==> src/anbf_pkg.sv <==
// anbf_pkg: types and constants shared by the annex b unit framer modules
// no dependencies

package anbf_pkg;

    localparam int MAX_ZEROS = 31;
    localparam int ZR_W      = $clog2(MAX_ZEROS + 1);
    localparam int QDEPTH    = 4;
    localparam int QPTR_W    = $clog2(QDEPTH);

    localparam logic [7:0] BYTE_ZERO = 8'h00;
    localparam logic [7:0] BYTE_ONE  = 8'h01;

    typedef enum logic {
        KIND_DATA = 1'b0,
        KIND_EOS  = 1'b1
    } t_kind;

    typedef enum logic [1:0] {
        OP_DATA,
        OP_START,
        OP_FLUSH
    } t_op;

    typedef enum logic [1:0] {
        BK_IDLE,
        BK_HELD,
        BK_ZERO
    } t_back_state;

    typedef struct packed {
        logic       kind;
        logic [7:0] data_byte;
    } t_in_item;

    typedef struct packed {
        logic [7:0] out_byte;
        logic       unit_first;
        logic       unit_last;
        logic       run_last;
    } t_out_item;

    typedef struct packed {
        t_op             op;
        logic [ZR_W-1:0] nz;
        logic [7:0]      data_byte;
    } t_cmd;

    typedef struct packed {
        logic full;
        logic empty;
    } t_q_stat;

endpackage

==> src/anbf_front.sv <==
// anbf_front: accepts stream bytes, counts zero runs, classifies each byte
// and pushes a command to the back end for those that yield output; depends on anbf_pkg

module anbf_front (
    input  logic                i_clk,
    input  logic                i_rst_n,
    input  logic                i_in_valid,
    output logic                o_in_ready,
    input  anbf_pkg::t_in_item  i_in_item,
    input  anbf_pkg::t_q_stat   i_q_stat,
    output logic                o_push,
    output anbf_pkg::t_cmd      o_cmd
);

    logic [anbf_pkg::ZR_W-1:0] r_zero_run, n_zero_run;
    logic                      r_inside, n_inside;
    logic                      accept;

    assign o_in_ready = !i_q_stat.full;
    assign accept     = i_in_valid && o_in_ready;

    always_comb begin
        n_zero_run        = r_zero_run;
        n_inside          = r_inside;
        o_push            = 1'b0;
        o_cmd.op          = anbf_pkg::OP_DATA;
        o_cmd.nz          = r_zero_run;
        o_cmd.data_byte   = i_in_item.data_byte;
        if (accept) begin
            if (i_in_item.kind == anbf_pkg::KIND_EOS) begin
                o_cmd.op   = anbf_pkg::OP_FLUSH;
                o_push     = r_inside;
                n_zero_run = '0;
                n_inside   = 1'b0;
            end else if (i_in_item.data_byte == anbf_pkg::BYTE_ZERO) begin
                if (r_zero_run < anbf_pkg::ZR_W'(anbf_pkg::MAX_ZEROS)) begin
                    n_zero_run = r_zero_run + 1'b1;
                end else begin
                    // excess zero of a long run goes into the current unit, if one is open
                    o_cmd.nz = '0;
                    o_push   = r_inside;
                end
            end else if (i_in_item.data_byte == anbf_pkg::BYTE_ONE &&
                         r_zero_run >= anbf_pkg::ZR_W'(2)) begin
                o_cmd.op   = anbf_pkg::OP_START;
                o_push     = 1'b1;
                n_inside   = 1'b1;
                n_zero_run = '0;
            end else begin
                o_push     = r_inside;
                n_zero_run = '0;
            end
        end
    end

    always_ff @(posedge i_clk) begin
        if (!i_rst_n) begin
            r_zero_run <= '0;
            r_inside   <= 1'b0;
        end else begin
            r_zero_run <= n_zero_run;
            r_inside   <= n_inside;
        end
    end

endmodule

==> src/anbf_queue.sv <==
// anbf_queue: short command queue between front and back end
// depends on anbf_pkg

module anbf_queue (
    input  logic               i_clk,
    input  logic               i_rst_n,
    input  logic               i_push,
    input  anbf_pkg::t_cmd     i_cmd,
    input  logic               i_pop,
    output anbf_pkg::t_cmd     o_cmd,
    output anbf_pkg::t_q_stat  o_stat
);

    anbf_pkg::t_cmd              r_mem [anbf_pkg::QDEPTH];
    logic [anbf_pkg::QPTR_W-1:0] r_wptr, r_rptr;
    logic [anbf_pkg::QPTR_W:0]   r_count;
    logic                        do_push, do_pop;

    assign o_stat.full  = (r_count == (anbf_pkg::QPTR_W+1)'(anbf_pkg::QDEPTH));
    assign o_stat.empty = (r_count == '0);
    assign do_push      = i_push && !o_stat.full;
    assign do_pop       = i_pop && !o_stat.empty;
    assign o_cmd        = r_mem[r_rptr];

    always_ff @(posedge i_clk) begin
        if (do_push) begin
            r_mem[r_wptr] <= i_cmd;
        end
    end

    always_ff @(posedge i_clk) begin
        if (!i_rst_n) begin
            r_wptr  <= '0;
            r_rptr  <= '0;
            r_count <= '0;
        end else begin
            if (do_push) begin
                r_wptr <= r_wptr + 1'b1;
            end
            if (do_pop) begin
                r_rptr <= r_rptr + 1'b1;
            end
            case ({do_push, do_pop})
                2'b10:   r_count <= r_count + 1'b1;
                2'b01:   r_count <= r_count - 1'b1;
                default: r_count <= r_count;
            endcase
        end
    end

endmodule

==> src/anbf_back.sv <==
// anbf_back: runs queued commands, one output byte per cycle while the receiver accepts,
// and keeps the delayed byte that carries the end-of-unit mark; depends on anbf_pkg

module anbf_back (
    input  logic                i_clk,
    input  logic                i_rst_n,
    input  anbf_pkg::t_cmd      i_cmd,
    input  anbf_pkg::t_q_stat   i_q_stat,
    output logic                o_pop,
    output logic                o_out_valid,
    input  logic                i_out_ready,
    output anbf_pkg::t_out_item o_out_item
);

    anbf_pkg::t_back_state      r_state, n_state;
    anbf_pkg::t_op              r_op, n_op;
    logic [anbf_pkg::ZR_W-1:0]  r_rem, n_rem;
    logic [7:0]                 r_byte, n_byte;
    logic                       r_zfirst, n_zfirst;
    logic [7:0]                 r_held_byte, n_held_byte;
    logic                       r_held_first, n_held_first;
    logic                       r_held_valid, n_held_valid;
    logic                       r_o_valid, n_o_valid;
    anbf_pkg::t_out_item        r_o_item, n_o_item;
    logic                       slot_free, emit, done, can_load;

    assign slot_free   = !r_o_valid || i_out_ready;
    assign o_out_valid = r_o_valid;
    assign o_out_item  = r_o_item;

    always_comb begin
        n_state      = r_state;
        n_op         = r_op;
        n_rem        = r_rem;
        n_byte       = r_byte;
        n_zfirst     = r_zfirst;
        n_held_byte  = r_held_byte;
        n_held_first = r_held_first;
        n_held_valid = r_held_valid;
        n_o_item     = r_o_item;
        emit         = 1'b0;
        done         = 1'b0;
        o_pop        = 1'b0;

        case (r_state)
            anbf_pkg::BK_HELD: begin
                if (slot_free) begin
                    emit                = 1'b1;
                    n_o_item.out_byte   = r_held_byte;
                    n_o_item.unit_first = r_held_first;
                    n_o_item.unit_last  = (r_op == anbf_pkg::OP_START) ||
                                          (r_op == anbf_pkg::OP_FLUSH && r_rem == '0);
                    n_o_item.run_last   = (r_rem == '0);
                    n_held_valid        = 1'b0;
                    if (r_rem == '0) begin
                        done = 1'b1;
                    end else begin
                        n_state = anbf_pkg::BK_ZERO;
                    end
                end
            end
            anbf_pkg::BK_ZERO: begin
                if (slot_free) begin
                    emit                = 1'b1;
                    n_o_item.out_byte   = anbf_pkg::BYTE_ZERO;
                    n_o_item.unit_first = (r_op == anbf_pkg::OP_START) && r_zfirst;
                    n_o_item.unit_last  = (r_op == anbf_pkg::OP_FLUSH) &&
                                          (r_rem == anbf_pkg::ZR_W'(1));
                    n_o_item.run_last   = (r_rem == anbf_pkg::ZR_W'(1));
                    n_zfirst            = 1'b0;
                    n_rem               = r_rem - 1'b1;
                    if (r_rem == anbf_pkg::ZR_W'(1)) begin
                        done = 1'b1;
                    end
                end
            end
            default: begin
            end
        endcase

        if (done) begin
            n_state = anbf_pkg::BK_IDLE;
            case (r_op)
                anbf_pkg::OP_DATA: begin
                    n_held_byte  = r_byte;
                    n_held_first = 1'b0;
                    n_held_valid = 1'b1;
                end
                anbf_pkg::OP_START: begin
                    n_held_byte  = anbf_pkg::BYTE_ONE;
                    n_held_first = 1'b0;
                    n_held_valid = 1'b1;
                end
                default: begin
                    n_held_first = 1'b0;
                    n_held_valid = 1'b0;
                end
            endcase
        end

        can_load = (r_state == anbf_pkg::BK_IDLE) || done;
        if (can_load && !i_q_stat.empty) begin
            o_pop    = 1'b1;
            n_op     = i_cmd.op;
            n_rem    = i_cmd.nz;
            n_byte   = i_cmd.data_byte;
            n_zfirst = 1'b1;
            n_state  = n_held_valid ? anbf_pkg::BK_HELD : anbf_pkg::BK_ZERO;
        end

        if (emit) begin
            n_o_valid = 1'b1;
        end else if (i_out_ready) begin
            n_o_valid = 1'b0;
        end else begin
            n_o_valid = r_o_valid;
        end
    end

    always_ff @(posedge i_clk) begin
        if (!i_rst_n) begin
            r_state      <= anbf_pkg::BK_IDLE;
            r_held_valid <= 1'b0;
            r_held_first <= 1'b0;
            r_o_valid    <= 1'b0;
        end else begin
            r_state      <= n_state;
            r_held_valid <= n_held_valid;
            r_held_first <= n_held_first;
            r_o_valid    <= n_o_valid;
        end
    end

    always_ff @(posedge i_clk) begin
        r_op        <= n_op;
        r_rem       <= n_rem;
        r_byte      <= n_byte;
        r_zfirst    <= n_zfirst;
        r_held_byte <= n_held_byte;
        r_o_item    <= n_o_item;
    end

endmodule

==> src/annexb_nal_unit_framer.sv <==
// annexb_nal_unit_framer: top level, front end, command queue and back end
// depends on anbf_pkg, anbf_front, anbf_queue, anbf_back

// Splits a byte stream into units that each begin at a start code (two or more
// zeros then 0x01); bytes before the first start code are dropped and an
// end-of-stream item flushes the open unit. The front end takes one input item
// per cycle while the four-entry command queue has room; the back end then
// turns each queued command into its output bytes, up to 32 for a start code
// or flush after a long zero run, and items that yield nothing are never queued.
// Output bytes sit in one register; while the receiver stalls, the back end
// waits and the front end keeps taking items until the queue is full.

module annexb_nal_unit_framer (
    input  logic                i_clk,
    input  logic                i_rst_n,
    input  logic                i_in_valid,
    output logic                o_in_ready,
    input  anbf_pkg::t_in_item  i_in_item,
    output logic                o_out_valid,
    input  logic                i_out_ready,
    output anbf_pkg::t_out_item o_out_item
);

    logic              push, pop;
    anbf_pkg::t_cmd    push_cmd, head_cmd;
    anbf_pkg::t_q_stat q_stat;

    anbf_front u_front (
        .i_clk      (i_clk),
        .i_rst_n    (i_rst_n),
        .i_in_valid (i_in_valid),
        .o_in_ready (o_in_ready),
        .i_in_item  (i_in_item),
        .i_q_stat   (q_stat),
        .o_push     (push),
        .o_cmd      (push_cmd)
    );

    anbf_queue u_queue (
        .i_clk   (i_clk),
        .i_rst_n (i_rst_n),
        .i_push  (push),
        .i_cmd   (push_cmd),
        .i_pop   (pop),
        .o_cmd   (head_cmd),
        .o_stat  (q_stat)
    );

    anbf_back u_back (
        .i_clk       (i_clk),
        .i_rst_n     (i_rst_n),
        .i_cmd       (head_cmd),
        .i_q_stat    (q_stat),
        .o_pop       (pop),
        .o_out_valid (o_out_valid),
        .i_out_ready (i_out_ready),
        .o_out_item  (o_out_item)
    );

endmodule

==> config.mk <==
export PLATFORM = sky130hd
export DESIGN_NAME = annexb_nal_unit_framer
export DESIGN_NICKNAME = d
export VERILOG_FILES = /design/src/anbf_pkg.sv /design/src/anbf_front.sv /design/src/anbf_queue.sv /design/src/anbf_back.sv /design/src/annexb_nal_unit_framer.sv
export SDC_FILE = /design/constraint.sdc
export NUM_CORES = 1
export LEC_CHECK = 0
export ABC_CLOCK_PERIOD_IN_PS = 2600
export BUFFER_PORTS_ARGS = -buffer_cell sky130_fd_sc_hd__buf_4
export CORE_ASPECT_RATIO = 1.4
export CORE_UTILIZATION = 54
export DETAILED_ROUTE_END_ITERATION = 6
export PLACE_DENSITY = 0.77
export SLEW_MARGIN = 20
export SYNTH_ARGS = -nofsm -noshare
export SYNTH_HDL_FRONTEND = slang
export SYNTH_HIERARCHICAL = 1
export SYNTH_SLANG_ARGS = --single-unit
==> constraint.sdc <==
create_clock -name i_clk -period 2.6 [get_ports i_clk]
set_input_delay 0 -clock i_clk [delete_from_list [all_inputs] [get_ports i_clk]]
set_output_delay 0 -clock i_clk [all_outputs]
set_load 0.02 [all_outputs]
==> run summary, run 1 <==
Startpoint-to-endpoint class of the critical path - flop to flop
Clock share of power - 51.8%
Achievable clock frequency - 0.3651 GHz
Routed Wire Length - 9123 um
Area share of the largest cell type after synthesis - 58.35%
Leading cell types by total area after synthesis - sky130_fd_sc_hd__edfxtp_1, sky130_fd_sc_hd__dfxtp_1, sky130_fd_sc_hd__mux4_2
Overflow left after global routing - 0
Post-Syn Area per Cell - 15.45 um^2
Number of top-level pins - 26
Clock-pin transition on the worst setup and hold timing paths - 50 ps
CTS Root Buffer Type - sky130_fd_sc_hd__clkbuf_16
Maximum clock skew at final layout - 9.094 ps
Synthesis-to-finish area growth - 24.73%
Total half-perimeter wirelength after legalization and detailed placement - 5786 um
Measured slew at the worst slew-check pin - 590.2 ps
Die boundary width - 81.99 um
Post-synth EDFFs - 94
Number of remaining DRC errors - 0
Top cell types by occurrence after synthesis - sky130_fd_sc_hd__edfxtp_1, sky130_fd_sc_hd__dfxtp_1, sky130_fd_sc_hd__nand2_1
NumNets Final - 410
Net count after synthesis - 340
Post-route cell area - 6033 um^2
Number of core rows - 40
FF+latch count, synth - 114
Leakage power total - 2.148 nW
Effective utilization at floorplan - 55.87%
Async S/R FF share, synth - 0%
Most area-hungry cell type in the Yosys netlist - sky130_fd_sc_hd__edfxtp_1
Global placement routability congestion - 0.9029
Post-synthesis sequential area ratio - 66.63%
Via count normalized by instance count - 5.605
Clock latency on the worst-skew pair - 410 ps
Power spent charging and discharging nets - 0.7916 mW
Worst Setup Slack post-DPL - -336.8 ps
Number of buffers created by CTS - 17
Largest fanout on the critical path - 2
Die height - 114.0 um
Number of distinct library cell variants in the gate-level netlist after synthesis - 57
Core Footprint - 8658 um^2
Final worst-path setup slack - -138.7 ps
Number of nets still failing antenna checks after routing - 0
Core Util, Final - 69.68%
Peak VDD IR - 600.1 uV
Clock tree from TritonCTS - yes
Synth warnings - 6
Failing checks - setup timing
Post-synth design cell area - 4837 um^2
Vias in the first global route - 2,985
Post-route minimum period - 2739 ps
Maximum number of pins on one net before global-route repair - 24
Combinational share of power - 1.5%
Fraction of final layout cells sized beyond drive strength 1 - 30.05%
Cell-internal power - 3.417 mW
DR iter-0 viols - 165
Type of element capturing the critical path - flop
Hold Vio Cnt, Final - 0
Post-CTS repair timing setup buffer count - 0
Hold/Removal Path Class - input port to flop
Die Outline Area - 9346 um^2
Average wire per cell in the routed design - 18.21 um
RSZ-0062 raised after global routing - yes
Maximum clock insertion buffer count - 2
Cell count after synthesis - 313
First-pass GRT wire length - 14,440 um
Global router's overall resource usage - 22.06%
Predominant post-synthesis flop cell - sky130_fd_sc_hd__edfxtp_1
Seq pwr share - 46.7%
Number of inserted diodes - 0
Required time at the endpoint of the critical path - 2930 ps
# Max-Cap Violations - 0
Startpoint types - flop
Number of antenna violations at the first check in global routing - 0
Most common cell in the netlist - sky130_fd_sc_hd__edfxtp_1
Fin. max-slew vios - 0
Arrival time worst endpoint - 3070 ps
P per Cell Area - 697.6 nW/um^2
Setup violations, final - 1
Number of sinks on the clock net - 114
Switching Share - 18.81%
Placed instance area - 5340 um^2
Router iterations before antenna repair - 4
Share of the cycle needed by the critical path after routing - 105.3%
Status - finished with violations
Vias - 2,808
Relative max-transition margin - 60.32%
# H-tree levels - 4
Count of buffers inserted at the top-level ports - 25
==> stage by stage <==
stage | power [mW] | std cells | hold WS [ps] | setup TNS [ps]
6_report | 4.209 | 501 | 77.02 | -138.7
5_1_grt | 4.320 | 501 | 68.82 | -239.9
4_1_cts | 4.233 | 501 | 48.58 | -118.6
3_5_place_dp | 2.048 | 458 | 211.6 | -471.4
3_3_place_gp | 2.044 | 458 | 208.0 | -322.5
2_1_floorplan | 2.023 | 313 | 117.4 | -157.3
==> worst max-delay path: stages, from the launching register on <==
cell                        delay (ps)
sky130_fd_sc_hd__dfxtp_2           320
sky130_fd_sc_hd__inv_1              50
sky130_fd_sc_hd__ha_1              200
sky130_fd_sc_hd__or4_4             430
sky130_fd_sc_hd__o2111ai_4         230
sky130_fd_sc_hd__o21ai_2            90
sky130_fd_sc_hd__nor2b_1           160
sky130_fd_sc_hd__inv_2              70
sky130_fd_sc_hd__ha_4              130
sky130_fd_sc_hd__inv_2              40
sky130_fd_sc_hd__fa_2              330
sky130_fd_sc_hd__xor2_1            150
sky130_fd_sc_hd__or3_1             320
sky130_fd_sc_hd__a21boi_1          140
==> cell usage in the layout (no fill, tap or decap), drive strengths merged, types with 2 or more instances in the layout <==
| master | synthesis | layout |
|---|---|---|
| nand2 | 20 | 20 |
| nand2b | 4 | 4 |
| mux2 | 2 | 2 |
| mux4 | 15 | 15 |
| ha | 13 | 13 |
| mux2i | 2 | 2 |
| and2 | 15 | 15 |
| a21boi | 3 | 3 |
| a21oi | 2 | 2 |
| or4 | 3 | 3 |
| xor2 | 3 | 3 |
| and2b | 2 | 2 |
| a31oi | 3 | 3 |
| nor3 | 3 | 3 |
| bufinv | 0 | 2 |
| and3 | 2 | 2 |
| or3 | 4 | 4 |
| o31ai | 3 | 3 |
| inv | 15 | 15 |
| o21a | 5 | 5 |
| nor2b | 19 | 19 |
| o211ai | 2 | 2 |
| dfxtp | 20 | 20 |
| xnor2 | 2 | 2 |
| clkbuf | 2 | 21 |
| nand3b | 2 | 2 |
| o21ai | 11 | 11 |
| nor2 | 11 | 11 |
| buf | 13 | 55 |
| a211oi | 4 | 4 |
| clkinv | 0 | 8 |
| dlygate4sd3 | 0 | 11 |
| edfxtp | 94 | 94 |
==> metal layers <==
layer  share of wire (%)  GRT usage (%)  wire length (um)
met1                  37          24.23              3409
met2                  57          38.68              5171
met3                 4.1          6.240               378
met4                 1.8          9.708               163
met5                   0              0                 0
==> area by class of cell <==
class,count,area (um^2)
tap,105,131.4
inverter,15,56.30
fill,560,2625
multi-input combinational,169,1484
clock inverter,11,113.9
timing repair buffer,66,573.1
clock buffer,21,450.4
sequential,114,3224
==> power by group through the flow <==
stage	sequential, mW	combinational, mW	clock, mW
finish	1.96	0.0631	2.18
global placement	2.00	0.0441	0
CTS	1.96	0.0605	2.21
detailed placement	2.00	0.0473	0
floorplan	2.00	0.0232	0
global route	1.96	0.0674	2.29
==> worst paths after layout <==
| kind | start | to | slack, ps | cells past startpoint |
|---|---|---|---|---|
| max | u_front/r_zero_run[0]$_SDFFE_PN0P_ | u_queue/r_count[2]$_SDFFE_PN0P_ | -140 | 13 |
| min | i_in_valid | u_front/r_zero_run[2]$_SDFFE_PN0P_ | 80 | 4 |
| max reg2reg | u_front/r_zero_run[0]$_SDFFE_PN0P_ | u_queue/r_count[2]$_SDFFE_PN0P_ | -140 | 13 |
| min reg2reg | u_front/r_inside$_SDFFE_PN0P_ | u_front/r_inside$_SDFFE_PN0P_ | 460 | 2 |
==> sequential cells by signal (all words and copies together), names as in the netlist, named ones only <==
name,count
u_queue/r_count,3
u_back/r_held_byte,8
u_front/r_zero_run,5
u_back/r_zfirst,1
u_queue/r_wptr,2
u_back/o_out_item,11
u_back/r_op,2
u_queue/r_mem,60
u_back/r_rem,5
u_back/r_held_valid,1
u_front/r_inside,1
u_queue/r_rptr,2
u_back/r_byte,8
u_back/r_state,2
u_back/o_out_valid,1
==> repair_timing <==
action | in CTS | in global routing
setup endpoints to repair | 1 | 2
pin swaps | 0 | 0
resized for setup | 2 | 1
hold endpoints to repair | 52 | 0
hold buffers | 11 | 0
==> cell families after synthesis <==
family | share of synthesized area (%)
adders and majority gates | 3.777
and+or+nand+nor | 11.43
AOI/OAI and AO/OA | 5.794
xor gates and xnor gates | 0.9055
muxes | 7.941
DFF | 66.63
buffers and inverters | 3.518
Note: power is estimated with default switching activity, not from simulation.
==> run 2, diff against run 1 <==
- ABC_CLOCK_PERIOD_IN_PS: 2600 -> 2570
- CORE_UTILIZATION: 54 -> 63
- CTS_BUF_LIST: unset -> sky130_fd_sc_hd__clkbuf_2 sky130_fd_sc_hd__clkbuf_4 sky130_fd_sc_hd__clkbuf_8
- PLACE_DENSITY: 0.77 -> 0.84
- clock period: 2.6 -> 2.57 ns (I/O delays scaled with it)
==> run summary, run 2 (same netlist as run 1, synthesis figures left out) <==
Status - finished with violations
Failing checks - setup timing
Global router's overall resource usage - 24.54% (+2.5 points)
Type of element capturing the critical path - flop
Hold/Removal Path Class - input port to flop
Final Power - 3.680 mW (-13%)
Via count normalized by instance count - 5.748 (+2.6%)
Count of cells along the worst register-to-register path - 13 (unchanged)
Routed Wire Length - 9387 um (+2.9%)
Clock tree from TritonCTS - yes
Final-layout fill cell count - 398 (-29%)
Commonest cells after routing, fill and taps aside - sky130_fd_sc_hd__edfxtp_1, sky130_fd_sc_hd__buf_4, sky130_fd_sc_hd__nand2_1
Peak VDD IR - 562.3 uV (-6.3%)
NumNets Final - 413 (+0.73%)
Cell depth of the worst min-delay path - 5 (+1)
Arrival time worst endpoint - 3080 ps (about the same)
Most Frequent Cell on Critical Path - sky130_fd_sc_hd__inv_2
Router iterations before antenna repair - 4 (unchanged)
Vias in the first global route - 2,954 (-1.0%)
Number of inserted diodes - 0 (unchanged)
Fraction of final layout cells sized beyond drive strength 1 - 32.58% (+2.5 points)
Worst Setup Slack post-DPL - -283.5 ps (+53.26 ps)
Synthesis-to-finish area growth - 21.88%
Share of the cycle needed by the critical path after routing - 105.8% (+0.45 points)
Most frequent standard cell in the layout excluding fill and tap cells - sky130_fd_sc_hd__edfxtp_1
Achievable clock frequency - 0.3678 GHz (+0.73%)
Number of nets still failing antenna checks after routing - 0 (unchanged)
RSZ-0062 raised after global routing - yes
Seq. cell area - 3226 um^2 (about the same)
Number of antenna violations at the first check in global routing - 0 (unchanged)
Post-route cell area - 5896 um^2 (-2.3%)
Number of buffers created by CTS - 17 (unchanged)
Vias - 2,851 (+1.5%)
Hold Vio Cnt, Final - 0 (unchanged)
Measured slew at the worst slew-check pin - 554.8 ps (-35.40 ps)
Startpoint types - flop
Final worst-path setup slack - -148.7 ps (-10.05 ps)
Placed instance area - 5338 um^2 (about the same)
Number of remaining DRC errors - 0 (unchanged)
Critical path, cell by cell - inv_2 -> ha_4 -> or4_4 -> o2111ai_4 -> o21ai_1 -> nor2b_4 -> inv_2 -> ha_4 -> inv_2 -> fa_2 -> xor2_1 -> or3_1 -> a21boi_1
# H-tree levels - 4 (unchanged)
Number of sinks on the clock net - 114 (unchanged)
Number of top-level pins - 26 (unchanged)
Maximum number of pins on one net before global-route repair - 24 (unchanged)
Setup violations, final - 1 (unchanged)
Die Outline Area - 8037 um^2 (-14%)
Top register by number of flip-flops - u_queue/r_mem
Leakage power total - 2.073 nW (-3.5%)
Effective utilization at floorplan - 65.30% (+9.4 points)
Setup Total Neg Slack - -148.7 ps (-10.05 ps)
First-pass GRT wire length - 14,390 um (-0.38%)
P per Cell Area - 624.3 nW/um^2 (-11%)
Average wire per cell in the routed design - 18.93 um (+3.9%)
Maximum clock insertion buffer count - 2 (unchanged)
Fin. max-slew vios - 0 (unchanged)
Die boundary width - 76.06 um (-7.2%)
Core Footprint - 7407 um^2 (-14%)
Largest fanout on the critical path - 2 (unchanged)
Clock-pin transition on the worst setup and hold timing paths - 70 ps (+20 ps)
Core Util, Final - 79.59% (+9.9 points)
Maximum clock skew at final layout - 12.66 ps (+3.570 ps)
Multi-input gate area - 1503 um^2 (+1.3%)
DR iter-0 viols - 143 (-13%)
Global placement routability congestion - 0.8300 (-8.1%)
Total half-perimeter wirelength after legalization and detailed placement - 5701 um (-1.5%)
Die height - 105.7 um (-7.3%)
Clock latency on the worst-skew pair - 430 ps (+20 ps)
Post-route minimum period - 2719 ps (-19.95 ps)
Required time at the endpoint of the critical path - 2930 ps (about the same)
Overflow left after global routing - 0 (unchanged)
# Max-Cap Violations - 0 (unchanged)
Count of buffers inserted at the top-level ports - 25 (unchanged)
Critical-path top delay cell - sky130_fd_sc_hd__or4_4
CTS Root Buffer Type - sky130_fd_sc_hd__clkbuf_8
Startpoint-to-endpoint class of the critical path - flop to flop
Relative max-transition margin - 62.70% (+2.4 points)
Crit-path max cell delay - 440 ps (about the same)
Number of core rows - 37 (-7.5%)
Number of flip-flops under the largest register name - 60 (unchanged)
==> run 2: power by group <==
| part | internal [mW] | switching (mW) |
|---|---|---|
| combinational | 0.0340 | 0.0319 |
| clock | 0.881 | 0.751 |
| sequential | 1.98 | 0.00165 |
| total | 2.90 | 0.784 |
==> run 2: layout make-up <==
type	instances	share of cell area [%]
tap	97	2.059
multi-input combinational	169	25.49
clock buffer	18	4.096
sequential	114	54.71
clock inverter	14	2.589
timing repair buffer	69	10.10
inverter	15	0.9550
==> run 2: final timing paths <==
check,startpoint,to,slack [ps]
worst max-delay path,u_front/r_zero_run[0]$_SDFFE_PN0P_,u_queue/r_count[2]$_SDFFE_PN0P_,-150
worst min-delay path,i_in_item[1],u_front/r_zero_run[3]$_SDFFE_PN0P_,50
worst max register to register,u_front/r_zero_run[0]$_SDFFE_PN0P_,u_queue/r_count[2]$_SDFFE_PN0P_,-150
worst min register to register,u_back/r_zfirst$_SDFFE_PP1P_,u_back/r_zfirst$_SDFFE_PP1P_,490
==> run 2: repair_timing <==
item	in CTS	in global routing
hold buffers	11	0
gates resized for setup	5	4
endpoints found under the hold margin	53	0
buffers inserted	1	1
pin swaps	2	2
endpoints found under the setup margin	1	1
==> run 2: stage by stage <==
stage               hold WS [ps]  std cells
floorplan                  117.4        313
global placement           209.9        451
detailed placement         215.4        451
CTS                        9.130        495
global route               51.03        496
finish                     48.36        496
==> run 2: critical path: cells and delay by family (launching register included) <==
| kind | cells | cell delay [ps] |
|---|---|---|
| compound gates | 3 | 480 |
| xor+xnor | 1 | 150 |
| fa+ha+maj | 3 | 620 |
| buf+inv | 3 | 160 |
| flops | 1 | 330 |
| simple gates | 3 | 900 |
==> run 2: metal layers <==
layer  vias to the layer above  track usage, %  wire length [um]
li1                       1312               -                 -
met1                      1394           27.24              3384
met2                       119           42.79              5265
met3                        26           5.455               469
met4                         0           15.25               268
met5                         -               0                 0
==> run 3, diff against run 2 <==
- CELL_PAD_IN_SITES_DETAIL_PLACEMENT: unset -> 1
- CELL_PAD_IN_SITES_GLOBAL_PLACEMENT: unset -> 1
- CORE_UTILIZATION: 63 -> 53
- PLACE_DENSITY: 0.84 -> 0.83
==> run summary, run 3 (same netlist as run 1, synthesis figures left out) <==
Reg-to-Reg End - u_queue/r_count[2]$_SDFFE_PN0P_
Count of buffers inserted at the top-level ports - 25 (unchanged)
Synthesis-to-finish area growth - 22.92%
Fraction of final layout cells sized beyond drive strength 1 - 32.92% (+0.34 points)
Startpoint-to-endpoint class of the critical path - flop to flop
Type of element capturing the critical path - flop
Share of the cycle needed by the critical path after routing - 104.8% (-1.0 points)
Commonest cells after routing, fill and taps aside - sky130_fd_sc_hd__edfxtp_1, sky130_fd_sc_hd__buf_4, sky130_fd_sc_hd__nand2_1
Number of remaining DRC errors - 0 (unchanged)
Number of antenna violations at the first check in global routing - 0 (unchanged)
Number of buffers created by CTS - 17 (unchanged)
Die Outline Area - 9518 um^2 (+18%)
Router iterations before antenna repair - 4 (unchanged)
Count of cells along the worst register-to-register path - 13 (unchanged)
Effective utilization at floorplan - 55.55% (-9.8 points)
Number of core rows - 40 (+8.1%)
Clock tree from TritonCTS - yes
Leakage power total - 2.109 nW (+1.8%)
Number of top-level pins - 26 (unchanged)
Clock latency on the worst-skew pair - 440 ps (about the same)
Top register by number of flip-flops - u_queue/r_mem
Peak VDD IR - 438.4 uV (-22%)
Vias - 2,937 (+3.0%)
Core Footprint - 8708 um^2 (+18%)
Cell-internal power - 2.981 mW (+2.9%)
Reg-to-reg critical path startpoint - u_front/r_zero_run[0]$_SDFFE_PN0P_
Launching instance or port of the critical path - u_front/r_zero_run[0]$_SDFFE_PN0P_
Achievable clock frequency - 0.3714 GHz (+0.96%)
Hold/Removal Path Class - input port to flop
DR iter-0 viols - 105 (-27%)
Failing checks - setup timing
Number of nets still failing antenna checks after routing - 0 (unchanged)
WHS Endpoint - u_front/r_zero_run[3]$_SDFFE_PN0P_
Seq pwr share - 52.1% (-1.8 points)
Cell depth of the worst min-delay path - 5 (unchanged)
Measured slew at the worst slew-check pin - 557.1 ps (+2.270 ps)
Final Power - 3.805 mW (+3.4%)
Startpoint types - flop
CTS Root Buffer Type - sky130_fd_sc_hd__clkbuf_8
Fin. max-slew vios - 0 (unchanged)
Relative max-transition margin - 62.55% (-0.15 points)
Global router's overall resource usage - 28.33% (+3.8 points)
Total half-perimeter wirelength after legalization and detailed placement - 7018 um (+23%)
Required time at the endpoint of the critical path - 2950 ps (+20 ps)
Via count normalized by instance count - 5.804 (+0.98%)
# Max-Cap Violations - 0 (unchanged)
Status - finished with violations
RSZ-0062 raised after global routing - yes
Average wire per cell in the routed design - 23.24 um (+23%)
Most frequent standard cell in the layout excluding fill and tap cells - sky130_fd_sc_hd__edfxtp_1
Die height - 115.0 um (+8.9%)
Die boundary width - 82.74 um (+8.8%)
Worst R2R Setup Slack - -120 ps (+30 ps)
NumNets Final - 415 (+0.48%)
Maximum clock skew at final layout - 13.06 ps (+0.3947 ps)
P per Cell Area - 639.9 nW/um^2 (+2.5%)
Worst Setup Slack post-DPL - -365.7 ps (-82.16 ps)
Number of sinks on the clock net - 114 (unchanged)
Overflow left after global routing - 0 (unchanged)
Switching Share - 21.65% (+0.34 points)
Setup violations, final - 1 (unchanged)
First-pass GRT wire length - 18,120 um (+26%)
Largest fanout on the critical path - 2 (unchanged)
Origin of the worst min-delay path - i_in_item[1]
Arrival time worst endpoint - 3070 ps (about the same)
Routed Wire Length - 11,760 um (+25%)
Hold Vio Cnt, Final - 0 (unchanged)
Post-route minimum period - 2693 ps (-25.91 ps)
Global placement routability congestion - 0.8544 (+2.9%)
Maximum number of pins on one net before global-route repair - 24 (unchanged)
Clock-pin transition on the worst setup and hold timing paths - 80 ps (about the same)
Final worst-path setup slack - -122.8 ps (+25.91 ps)
Number of inserted diodes - 0 (unchanged)
Combinational share of power - 1.7% (about the same)
# H-tree levels - 4 (unchanged)
Clock share of power - 46.2% (+1.9 points)
Number of flip-flops under the largest register name - 60 (unchanged)
Power spent charging and discharging nets - 0.8238 mW (+5.0%)
Final-layout fill cell count - 802 (+100%)
Vias in the first global route - 3,360 (+14%)
Maximum clock insertion buffer count - 2 (unchanged)
-- run 3: power by group through the flow --
stage	registers [mW]	logic, mW	clock network, mW
after global routing	1.98	0.0707	1.85
final	1.98	0.0662	1.76
after detailed placement	2.02	0.0496	0
after CTS	1.98	0.0647	1.78
after floorplan	2.02	0.0235	0
after global placement	2.02	0.0465	0
-- run 3: worst max-delay path by stage --
stage	end	slack (ps)	depth (start not counted)
5_1_grt	u_queue/r_count[2]$_SDFFE_PN0P_	-250	13
2_1_floorplan	u_queue/r_count[2]$_SDFFE_PN0P_	-180	13
3_5_place_dp	u_queue/r_count[2]$_SDFFE_PN0P_	-370	13
6_report	u_queue/r_count[2]$_SDFFE_PN0P_	-120	13
3_3_place_gp	u_queue/r_count[2]$_SDFFE_PN0P_	-260	13
4_1_cts	u_queue/r_count[2]$_SDFFE_PN0P_	-170	13
-- run 3: final cells by class --
class	instances	area (um^2)	area share [%]
Multi-Input combinational cell	169	1505	25.32
Inverter	15	56.30	0.9470
Tap cell	105	131.4	2.210
Clock buffer	17	234.0	3.935
Timing Repair Buffer	71	613.1	10.31
Clock inverter	15	181.4	3.051
Sequential cell	114	3224	54.23
-- run 3: worst max-delay path, cell delays in order, from the launching register on --
cell                        delay, ps
sky130_fd_sc_hd__dfxtp_2          350
sky130_fd_sc_hd__inv_2             50
sky130_fd_sc_hd__ha_2             190
sky130_fd_sc_hd__or4_4            430
sky130_fd_sc_hd__o2111ai_4        240
sky130_fd_sc_hd__o21ai_2           70
sky130_fd_sc_hd__nor2b_4          140
sky130_fd_sc_hd__inv_2             60
sky130_fd_sc_hd__ha_4             140
sky130_fd_sc_hd__inv_2             40
sky130_fd_sc_hd__fa_2             330
sky130_fd_sc_hd__xor2_1           160
sky130_fd_sc_hd__or3_1            320
sky130_fd_sc_hd__a21boi_1         120
-- run 3: repair_timing --
action                                  in CTS  in global routing
setup buffers                                1                  1
hold buffers                                12                  0
resized for setup                            2                  8
pin swaps                                    0                  1
hold endpoints to repair                    52                  0
endpoints found under the setup margin       2                  2
cloned                                       0                  0
-- run 3: metrics by stage --
step / area, um^2 / setup TNS, ps / utilization (%) / instances / hold WS (ps)
after floorplan: 4865 / -217.3 / - / 313 / 117.4
after global placement: 5355 / -371.2 / 61.49 / 460 / 217.8
after detailed placement: 5355 / -571.8 / 61.49 / 460 / 229.7
after CTS: 5908 / -172.4 / 67.84 / 505 / 12.85
after global routing: 5946 / -309.4 / 68.28 / 506 / 35.41
final: 5946 / -122.8 / 68.28 / 506 / 43.17
-- run 3: metal layers --
metal	GRT usage, %	part of all wire (%)	vias to the layer above
met5	0	0	-
met2	51.64	56	94
met4	16.67	4.3	0
met1	27.88	35	1498
li1	-	-	1315
met3	7.222	4.4	30
